<file path="src/rtl/core/ecw_pkg.sv">
// Package for the exponential cost weighting block: widths, constants and
// the shared controller/datapath command and status types. No dependencies.
package ecw_pkg;

    localparam int MaxRollouts = 32;
    localparam int IdxW = $clog2(MaxRollouts);
    localparam int CntW = $clog2(MaxRollouts + 1);

    localparam logic [7:0]  SENS_RESET = 8'd10;
    localparam logic [32:0] SPAN_ONE = 33'd65536;
    localparam logic [16:0] LOG2E_Q16 = 17'd94548;
    localparam logic [29:0] LN2_Q30 = 30'd744261118;
    localparam logic [30:0] ONE_Q30 = 31'h4000_0000;
    // Reciprocals for dividing by 3 (shift 33) and by 5 (shift 34).
    localparam logic [31:0] RECIP3 = 32'hAAAA_AAAB;
    localparam logic [31:0] RECIP5 = 32'hCCCC_CCCD;

    // Datapath operations issued by the controller.
    typedef enum logic [3:0] {
        OP_NONE,
        OP_LOAD,
        OP_MM_FIRST,
        OP_MM_NEXT,
        OP_SPAN,
        OP_DIFF,
        OP_ADIV_START,
        OP_DIV_STEP,
        OP_EXP_A,
        OP_EXP_B,
        OP_HORNER,
        OP_HOR_DIV,
        OP_EXP_E,
        OP_TERM,
        OP_PDIV_START,
        OP_OUT
    } op_t;

    typedef struct packed {
        op_t             op;
        logic [IdxW-1:0] idx;
        logic [2:0]      k;
    } dp_cmd_t;

    typedef struct packed {
        logic zero_sum;
    } dp_sts_t;

endpackage

</file>
<file path="src/rtl/core/ecw_ctrl.sv">
// Controller state machine: load, min/max pass, term pass, output pass.
// Depends on ecw_pkg.
module ecw_ctrl
    import ecw_pkg::*;
(
    input  logic          aclk,
    input  logic          aresetn,
    input  logic          s_valid,
    output logic          s_ready,
    input  logic          s_last_rollout,
    output logic          m_valid,
    input  logic          m_ready,
    output logic [5:0]    m_rollout_index,
    output logic          m_last_result,
    output logic          m_zero_sum,
    input  logic          div_done,
    input  dp_sts_t       sts,
    output dp_cmd_t       cmd
);
    localparam logic [4:0] S_LOAD = 5'd0, S_MM_RD = 5'd1, S_MM = 5'd2,
        S_SPAN = 5'd3, S_T_RD = 5'd4, S_DIFF = 5'd5, S_ADIV = 5'd6,
        S_DIV = 5'd7, S_EA = 5'd8, S_EB = 5'd9, S_EC = 5'd10,
        S_HMUL = 5'd11, S_HDIV = 5'd12, S_EE = 5'd13, S_TERM = 5'd14,
        S_P_RD = 5'd15, S_PDIV = 5'd16, S_PWAIT = 5'd17, S_OUT = 5'd18,
        S_OUT2 = 5'd19;

    logic [4:0]      state_reg, state_next;
    logic [CntW-1:0] cnt_reg, cnt_next;
    logic [IdxW-1:0] idx_reg, idx_next;
    logic [2:0]      k_reg, k_next;
    logic            acc;
    logic [IdxW-1:0] last_idx;

    assign acc = s_valid && s_ready;
    assign s_ready = (state_reg == S_LOAD);
    assign last_idx = IdxW'(cnt_reg - CntW'(1));

    always_comb begin
        state_next = state_reg;
        cnt_next = cnt_reg;
        idx_next = idx_reg;
        k_next = k_reg;
        cmd.op = OP_NONE;
        cmd.idx = idx_reg;
        cmd.k = k_reg;
        m_valid = 1'b0;
        unique case (state_reg)
            S_LOAD: begin
                cmd.idx = IdxW'(cnt_reg);
                if (acc) begin
                    if (cnt_reg < CntW'(MaxRollouts)) begin
                        cmd.op = OP_LOAD;
                        cnt_next = cnt_reg + CntW'(1);
                    end
                    if (s_last_rollout && cnt_next != '0) begin
                        state_next = S_MM_RD;
                        idx_next = '0;
                    end
                end
            end
            S_MM_RD: state_next = S_MM;
            S_MM: begin
                cmd.op = (idx_reg == '0) ? OP_MM_FIRST : OP_MM_NEXT;
                if (idx_reg == last_idx) begin
                    state_next = S_SPAN;
                end else begin
                    idx_next = idx_reg + IdxW'(1);
                    state_next = S_MM_RD;
                end
            end
            S_SPAN: begin
                cmd.op = OP_SPAN;
                idx_next = '0;
                state_next = S_T_RD;
            end
            S_T_RD: state_next = S_DIFF;
            S_DIFF: begin
                cmd.op = OP_DIFF;
                state_next = S_ADIV;
            end
            S_ADIV: begin
                cmd.op = OP_ADIV_START;
                state_next = S_DIV;
            end
            S_DIV: if (div_done) state_next = S_EA;
            S_EA: begin
                cmd.op = OP_DIV_STEP;
                state_next = S_EB;
            end
            S_EB: begin
                cmd.op = OP_EXP_A;
                state_next = S_EC;
            end
            S_EC: begin
                cmd.op = OP_EXP_B;
                k_next = 3'd6;
                state_next = S_HMUL;
            end
            S_HMUL: begin
                cmd.op = OP_HORNER;
                state_next = S_HDIV;
            end
            S_HDIV: begin
                cmd.op = OP_HOR_DIV;
                if (k_reg == 3'd1) begin
                    state_next = S_EE;
                end else begin
                    k_next = k_reg - 3'd1;
                    state_next = S_HMUL;
                end
            end
            S_EE: begin
                cmd.op = OP_EXP_E;
                state_next = S_TERM;
            end
            S_TERM: begin
                cmd.op = OP_TERM;
                if (idx_reg == last_idx) begin
                    idx_next = '0;
                    state_next = S_P_RD;
                end else begin
                    idx_next = idx_reg + IdxW'(1);
                    state_next = S_T_RD;
                end
            end
            S_P_RD: state_next = S_PDIV;
            S_PDIV: begin
                cmd.op = OP_PDIV_START;
                state_next = S_PWAIT;
            end
            S_PWAIT: if (div_done) state_next = S_OUT;
            S_OUT: begin
                cmd.op = OP_OUT;
                state_next = S_OUT2;
            end
            S_OUT2: begin
                m_valid = 1'b1;
                if (m_ready) begin
                    if (idx_reg == last_idx) begin
                        cnt_next = '0;
                        state_next = S_LOAD;
                    end else begin
                        idx_next = idx_reg + IdxW'(1);
                        state_next = S_P_RD;
                    end
                end
            end
            default: state_next = S_LOAD;
        endcase
    end

    always_ff @(posedge aclk) begin
        if (!aresetn) begin
            state_reg <= S_LOAD;
            cnt_reg <= '0;
            idx_reg <= '0;
            k_reg <= '0;
        end else begin
            state_reg <= state_next;
            k_reg <= k_next;
            cnt_reg <= cnt_next;
            idx_reg <= idx_next;
        end
    end

    assign m_rollout_index = 6'(idx_reg);
    assign m_last_result = (idx_reg == last_idx);
    assign m_zero_sum = sts.zero_sum;

    assert property (@(posedge aclk) disable iff (!aresetn)
        m_valid |-> !s_ready) else $error("output while loading");
    assert property (@(posedge aclk) disable iff (!aresetn)
        (m_valid && !m_ready) |=> m_valid && $stable(m_rollout_index))
        else $error("result lost under stall");
    assert property (@(posedge aclk) disable iff (!aresetn)
        cnt_reg <= CntW'(MaxRollouts)) else $error("count overflow");
endmodule

</file>
<file path="config.mk">
export PLATFORM = sky130hd
export DESIGN_NAME = ecw_ctrl
export DESIGN_NICKNAME = d
export VERILOG_FILES = /design/src/rtl/core/ecw_pkg.sv /design/src/rtl/core/ecw_ctrl.sv
export SDC_FILE = /design/constraint.sdc
export NUM_CORES = 1
export LEC_CHECK = 0
export ABC_AREA = 1
export BUFFER_PORTS_ARGS = -buffer_cell sky130_fd_sc_hd__buf_4
export CAP_MARGIN = 20
export CORE_UTILIZATION = 37
export DETAILED_ROUTE_END_ITERATION = 7
export GPL_ROUTABILITY_DRIVEN = 0
export PLACE_DENSITY_LB_ADDON = 0.1
export SLEW_MARGIN = 20
export SYNTH_ARGS = -nofsm -noshare
export SYNTH_HDL_FRONTEND = slang
export SYNTH_SLANG_ARGS = --single-unit
</file>
<file path="constraint.sdc">
create_clock -name aclk -period 4.4 [get_ports aclk]
set_input_delay 0.22 -clock aclk [delete_from_list [all_inputs] [get_ports aclk]]
set_output_delay 0.22 -clock aclk [all_outputs]
set_load 0.02 [all_outputs]
</file>
==> results of run 1 <==
==> cells by family (layout without fill, tap and decap cells) <==
logic type      after synthesis  in the layout  synth area share (%)
other cells                   1              1                 0.206
flops                        19             19                  20.9
xor+xnor                      3              3                  1.44
buf+inv                      50             71                  11.7
fa+ha+maj                     6              6                  4.13
simple gates                196            196                  48.3
compound gates               43             43                  13.3
==> final timing paths <==
kind | to | slack [ns] | cells past startpoint
max | cnt_reg[1]$_SDFFE_PN0P_ | 2.26 | 15
min | cnt_reg[1]$_SDFFE_PN0P_ | 0.26 | 3
max reg2reg | cnt_reg[1]$_SDFFE_PN0P_ | 2.26 | 15
min reg2reg | k_reg[0]$_SDFFE_PN0P_ | 0.49 | 1
==> power by group through the flow <==
stage               Clock (mW)  Combinational, mW  Sequential, mW
floorplan                    0              0.561           0.259
global placement             0              0.723           0.270
detailed placement           0              0.718           0.271
CTS                      0.129              0.721           0.266
global route             0.138              0.817           0.276
finish                   0.126              0.719           0.267
==> layout make-up <==
class | instances | area, µm²
inverters | 42 | 163
fillers | 527 | 2640
multi-input cells | 249 | 1230
flip-flops and latches | 19 | 380
repair buffers | 25 | 188
clock buffers | 4 | 45.0
well taps | 67 | 83.8
==> metal layers <==
layer  track usage [%]  share of wire, %  up-vias
li1                  -                 -     1053
met1              27.2                49      864
met2              33.7                46       40
met3              2.64               3.6        7
met4              5.66               1.3        0
met5                 0                 0        -
==> critical path: cells and delay by family (launching register included) <==
family / cells / cell delay [ns]
AND/OR/NAND/NOR: 10 / 0.73
flip-flops: 1 / 0.46
adder cells (fa/ha/maj): 1 / 0.32
AO/OA/AOI/OAI: 1 / 0.28
buffers and inverters: 3 / 0.22
==> metrics by stage <==
step           cells  util, %
6_report         406     44.2
5_1_grt          406     44.2
4_1_cts          406     44.2
3_5_place_dp     402     43.2
3_3_place_gp     402     43.2
2_1_floorplan    318        -
==> cells in the final DEF, fill, tap and decap left out, types with 4 or more instances in the layout <==
cell type  instances
dfxtp_1           19
nand2_1          104
o21ai_0           20
nand2_2            4
nor2_2             5
nor2_1            32
nand4_1            4
inv_2              9
nand3_1           32
buf_4             25
inv_1             31
a21oi_1           16
ha_1               6
==> impl_metrics.csv, run 1 <==
group,metric,value,unit
status,status,"finished, final reports clean",
pwr,clkPwrFrac,11.3,%
pwr,total_power,1.11,mW
logic_synthesis,synth_nets,331,
pwr,seqPwrFrac,24.0,%
timing,timing.fmax,468,MHz
critical_path,reg2reg_from,"cnt_reg[0]$_SDFFE_PN0P_",
logic_synthesis,synth_area_leaders,"nand2_1, dfxtp_1, nand3_1",
floorplan,fp.coreArea,0.00472,mm²
clock_tree,cts_max_path_buffers,2,
floorplan,die_area,0.00520,mm²
timing,period_share,48.6,%
placed_design,io_buffers,25,
route,firstDrtPassIters,5,
critical_path,worst_path_most_repeated_cell,"nand2_1",
clock_tree,hold_buffers,0,
critical_path,startpoint_type,"flop",
logic_synthesis,avgSynthCellArea,5.72,µm²
route,drt_iter0_markers,126,
logic_synthesis,syn_inst,318,
logic_synthesis,yosys_warnings,0,
critical_path,worstPathArrival,2.30,ns
pwr,comb_power_share,64.7,%
pwr,p_sw,0.590,mW
global_routing,grt_pass1_vias,1802,
logic_synthesis,synth_area,0.00182,mm²
timing,hold_viol,0,
logic_synthesis,netlist.area_leader.share,21.5,%
pwr,powerDensity,533,mW/mm²
floorplan,start_util,38.5,%
timing,slew_violations,0,
timing,setup_slack,2.26,ns
logic_synthesis,synth_common_cells,"nand2_1, nand3_1, nor2_1, inv_1, o21ai_0",
route,drtAntennaViolNets,0,
final_layout,syn_to_final_growth,14.6,%
floorplan,die_h,72.1,µm
global_routing,antenna_found_initial,0,
final_layout,layout-drive-gt1-share,17.1,%
route,wl,4830,µm
global_routing,grt_util_all_layers,20.2,%
logic_synthesis,synthArstFlopShare,0,%
pwr,switching_share,53.1,%
placed_design,hpwl,3900,µm
floorplan,die_x,72.1,µm
placed_design,placed_area,0.00204,mm²
timing,skew,0.00127,ns
critical_path,crit_start,"cnt_reg[0]$_SDFFE_PN0P_",
final_layout,fin_area,0.00209,mm²
critical_path,path_max_fanout,12,
timing,rsz0062_at_grt,"false",
logic_synthesis,synth_edf_count,0,
logic_synthesis,yosysMostFrequentCell,"nand2_1",
clock_tree,cts.sinks,19,
clock_tree,cts-root-buf,"clkbuf_8",
placed_design,place_ws,2.29,ns
clock_tree,cts_buffers,3,
clock_tree,cts_tree,"built",
logic_synthesis,seq_area_frac_synth,20.9,%
pwr,p_int,0.521,mW
timing,setup_viol,0,
route,drc,0,
min_path,min_path_type,"input pin to flop",
clock_tree,cts_setup_buffers,0,
critical_path,cp_cell_sequence,"inv_2 -> ha_1 -> inv_1 -> nand2_1 -> nand2_1 -> nor2_1 -> nand2_1 -> nor2_4 -> nand2_4 -> clkinv_4 -> nand2_4 -> a21oi_4 -> nand2_1 -> nand2_1 -> nor2_1",
timing,finalSetupTns,0,ns
clock_tree,clkLatencyLatePin,0.26,ns
timing,hold_slack,0.259,ns
floorplan,std_cell_rows,25,
critical_path,max_stage_delay,0.46,ns
final_layout,antennaDiodeCount,0,
timing,fin_crit,2.14,ns
route,avgViaCountPerCell,4.84,
clock_tree,htreeDepth,1,
logic_synthesis,yosysUniqueCellTypes,34,
global_routing,gr-total-overflow,0,
pwr,peakVddDrop,161,µV
route,wl_per_cell,11.9,µm
critical_path,cp_slowest_cell,"dfxtp_1",
pwr,leakage,1.08,nW
floorplan,ios,29,
critical_path,cp.required,4.56,ns
clock_tree,cts_resized,0,
critical_path,path_class,"flop to flop",
final_layout,largest_reg_flops,6,
logic_synthesis,yosys_register_bits,19,
route,vias,1964,
run,maxCapViolations,0,
clock_tree,path_clk_slew,0.07,ns
final_layout,nets,353,
global_routing,grt_pass1_wl,8330,µm
global_routing,grt_max_degree,15,
critical_path,end_kind,"flop",
min_path,worst_hold_startpoint,"aresetn",
logic_synthesis,synthFlopType,"dfxtp_1",
logic_synthesis,yosysTopAreaCell,"nand2_1",
Note: power is estimated with default switching activity, not from simulation.
==> inputs of run 2 (changes only) <==
- ABC_AREA: 1 -> 0
- clock period: 4.4 -> 1.8 ns (I/O delays scaled with it)
==> run 2 against run 1 <==
Effect of this change:
- the flow now finishes with violations (negative setup slack)
- synthesized cell count decreased by 31%
- clock power up 150%
- design area is 24% higher
- critical path depth fell by 6
- largest cell class unchanged
- largest power group unchanged
- highest routed layer unchanged
==> impl_metrics.csv, run 2 <==
group,metric,value,unit
status,status,"complete, but fails checks",
status,violations,"negative setup slack",
clock_tree,cts.sinks,19,
pwr,peakVddDrop,669,µV
clock_tree,htreeDepth,1,
critical_path,path_class,"flop to flop",
global_routing,grt_pass1_wl,7780,µm
route,drtAntennaViolNets,0,
critical_path,r2r_end,"idx_reg[4]$_SDFFE_PN0P_",
clock_tree,clkLatencyLatePin,0.26,ns
pwr,switching_share,41.5,%
clock_tree,hold_buffers,0,
logic_synthesis,synth_nets,234,
final_layout,antennaDiodeCount,0,
floorplan,fp.coreArea,0.00435,mm²
pwr,leakage,1.05,nW
pwr,clkPwrFrac,12.8,%
critical_path,reg2reg_from,"cnt_reg[0]$_SDFFE_PN0P_",
route,drt_iter0_markers,59,
timing,hold_slack,0.0916,ns
logic_synthesis,synthFlopType,"dfxtp_1",
run,maxCapViolations,0,
pwr,total_power,2.42,mW
final_layout,largest_reg_flops,6,
timing,relSlewSlack,63.6,%
logic_synthesis,syn_inst,221,
timing,rsz0062_at_grt,"true",
global_routing,antenna_found_initial,0,
logic_synthesis,yosys_warnings,0,
timing,setup_viol,17,
route,avgViaCountPerCell,5.32,
logic_synthesis,yosys_register_bits,19,
timing,tightest_slew,0.540,ns
placed_design,hpwl,3630,µm
final_layout,final_cell_mix,"buf_4, nand2_1, a21oi_1",
logic_synthesis,synth_area,0.00168,mm²
clock_tree,cts_buffers,3,
logic_synthesis,synth_common_cells,"nand2_1, a21oi_1, dfxtp_1, nor2_1, o21ai_0",
floorplan,die_x,69.3,µm
placed_design,placed_area,0.00225,mm²
logic_synthesis,netlist.area_leader.share,22.7,%
critical_path,r2r_cells,9,
timing,slew_violations,0,
timing,timing.fmax,485,MHz
floorplan,ios,29,
final_layout,syn_to_final_growth,53.9,%
final_layout,layout-drive-gt1-share,47.8,%
clock_tree,cts_tree,"built",
critical_path,crit_path_end,"idx_reg[4]$_SDFFE_PN0P_",
route,drc,0,
pwr,comb_power_share,65.1,%
logic_synthesis,seq_area_frac_synth,22.7,%
global_routing,gr-total-overflow,0,
clock_tree,cts-root-buf,"clkbuf_8",
floorplan,std_cell_rows,24,
timing,period_share,115,%
route,firstDrtPassIters,4,
floorplan,start_util,38.5,%
pwr,powerDensity,935,mW/mm²
logic_synthesis,yosysUniqueCellTypes,53,
route,wl,4900,µm
logic_synthesis,synth_area_leaders,"dfxtp_1, a21oi_1, o21ai_0",
logic_synthesis,yosysTopAreaCell,"dfxtp_1",
final_layout,nets,309,
placed_design,io_buffers,25,
critical_path,startpoint_type,"flop",
global_routing,grt_util_all_layers,19.9,%
timing,fin_crit,2.06,ns
clock_tree,path_clk_slew,0.08,ns
timing,hold_viol,0,
route,wl_per_cell,14.1,µm
logic_synthesis,synthArstFlopShare,0,%
final_layout,fin_area,0.00258,mm²
pwr,p_sw,1.00,mW
pwr,p_int,1.41,mW
final_layout,final_common_cell,"buf_4",
critical_path,path_max_fanout,7,
logic_synthesis,avgSynthCellArea,7.59,µm²
clock_tree,cts_max_path_buffers,2,
logic_synthesis,synth_edf_count,0,
floorplan,die_h,69.3,µm
pwr,seqPwrFrac,22.1,%
route,vias,1847,
critical_path,worstPathArrival,2.26,ns
floorplan,die_area,0.00481,mm²
final_layout,finalNonFillerCells,347,
logic_synthesis,yosysMostFrequentCell,"nand2_1",
min_path,min_path_type,"input pin to flop",
timing,skew,0.00169,ns
timing,setup_slack,-0.263,ns
critical_path,crit_start,"cnt_reg[0]$_SDFFE_PN0P_",
global_routing,grt_max_degree,15,
critical_path,end_kind,"flop",
critical_path,cp.required,1.99,ns
global_routing,grt_pass1_vias,1729,
critical_path,r2r_slack,-0.26,ns
placed_design,dpl.cell_count,333,
## run 2: changes by cell type in the layout (fill, tap and decap cells not counted), moves of 5 or more
cell     change
nand2_1     -85
buf_4       +54
inv_1       -22
nand3_1     -20
nor2_1      -20
dfxtp_1      -8
o21ai_0      -8
buf_6        +6
inv_2        -6
xnor2_1      +6
o21ai_1      +5
## run 2: timing repair
action / in CTS / in global routing
pin swaps: 14 / 22
resized for setup: 28 / 27
gates cloned: 0 / 0
setup buffers: 7 / 4
setup endpoints to repair: 26 / 23
## run 2: cells by family (layout without fill, tap and decap cells)
| logic type | after synthesis | after routing | share of synthesized area (%) |
|---|---|---|---|
| muxes | 6 | 6 | 3.80 |
| xor gates and xnor gates | 12 | 12 | 6.26 |
| adders and majority gates | 6 | 6 | 4.47 |
| AOI/OAI and AO/OA | 61 | 61 | 26.2 |
| buffers and inverters | 30 | 104 | 8.65 |
| other | 1 | 1 | 0.223 |
| and+or+nand+nor | 86 | 86 | 27.7 |
| DFF | 19 | 19 | 22.7 |
## run 2: how the worst min path moves through the flow
stage                        start                   endpoint  cells past startpoint  slack [ns]
after floorplan            aresetn    cnt_reg[0]$_SDFFE_PN0P_                      2        0.22
after global placement         sts                 m_zero_sum                      0        0.18
after detailed placement       sts                 m_zero_sum                      0        0.18
after CTS                 div_done  state_reg[2]$_SDFFE_PN0P_                      4        0.09
after global routing      div_done  state_reg[2]$_SDFFE_PN0P_                      4         0.1
final                     div_done  state_reg[2]$_SDFFE_PN0P_                      4        0.09
## run 2: per-layer routing
metal / share of wire [%] / vias to the layer above / global-route usage (%) / routed length, µm
li1: - / 939 / - / -
met5: 0 / - / 0 / 0
met2: 51 / 27 / 36.0 / 2500
met4: 1.1 / 0 / 4.76 / 53
met3: 2.1 / 4 / 2.47 / 104
met1: 46 / 877 / 24.9 / 2240
## run 2: worst max-delay path, cell delays in order (launching register included)
cell	delay (ns)
dfxtp_4	0.38
inv_4	0.04
ha_4	0.15
nor2b_1	0.20
or3_4	0.17
a311oi_4	0.08
buf_4	0.16
a211o_4	0.35
or3_1	0.35
a21oi_1	0.12
## run 2: through the flow
stage	util, %	TNS, ns	worst slack, ns
after CTS	55.8	-3.16	-0.274
after global placement	51.6	-3.24	-0.319
after global routing	59.3	-4.82	-0.344
after detailed placement	51.6	-3.50	-0.356
after floorplan	-	-4.98	-0.394
final	59.3	-3.16	-0.263
## run 2: final cells by class
cell class	instances	area, µm²
Sequential cell	19	400
Fill cell	400	1770
Clock inverter	1	5.00
Inverter	14	57.6
Tap cell	52	65.1
Timing Repair Buffer	86	681
Clock buffer	3	41.3
Multi-Input combinational cell	172	1330
## run 2: power groups by stage
stage | Clock (mW) | Combinational (mW) | Sequential [mW]
after detailed placement | 0 | 1.35 | 0.532
after global routing | 0.339 | 1.71 | 0.539
after CTS | 0.322 | 1.48 | 0.531
after global placement | 0 | 1.35 | 0.531
after floorplan | 0 | 0.828 | 0.527
final | 0.309 | 1.57 | 0.533
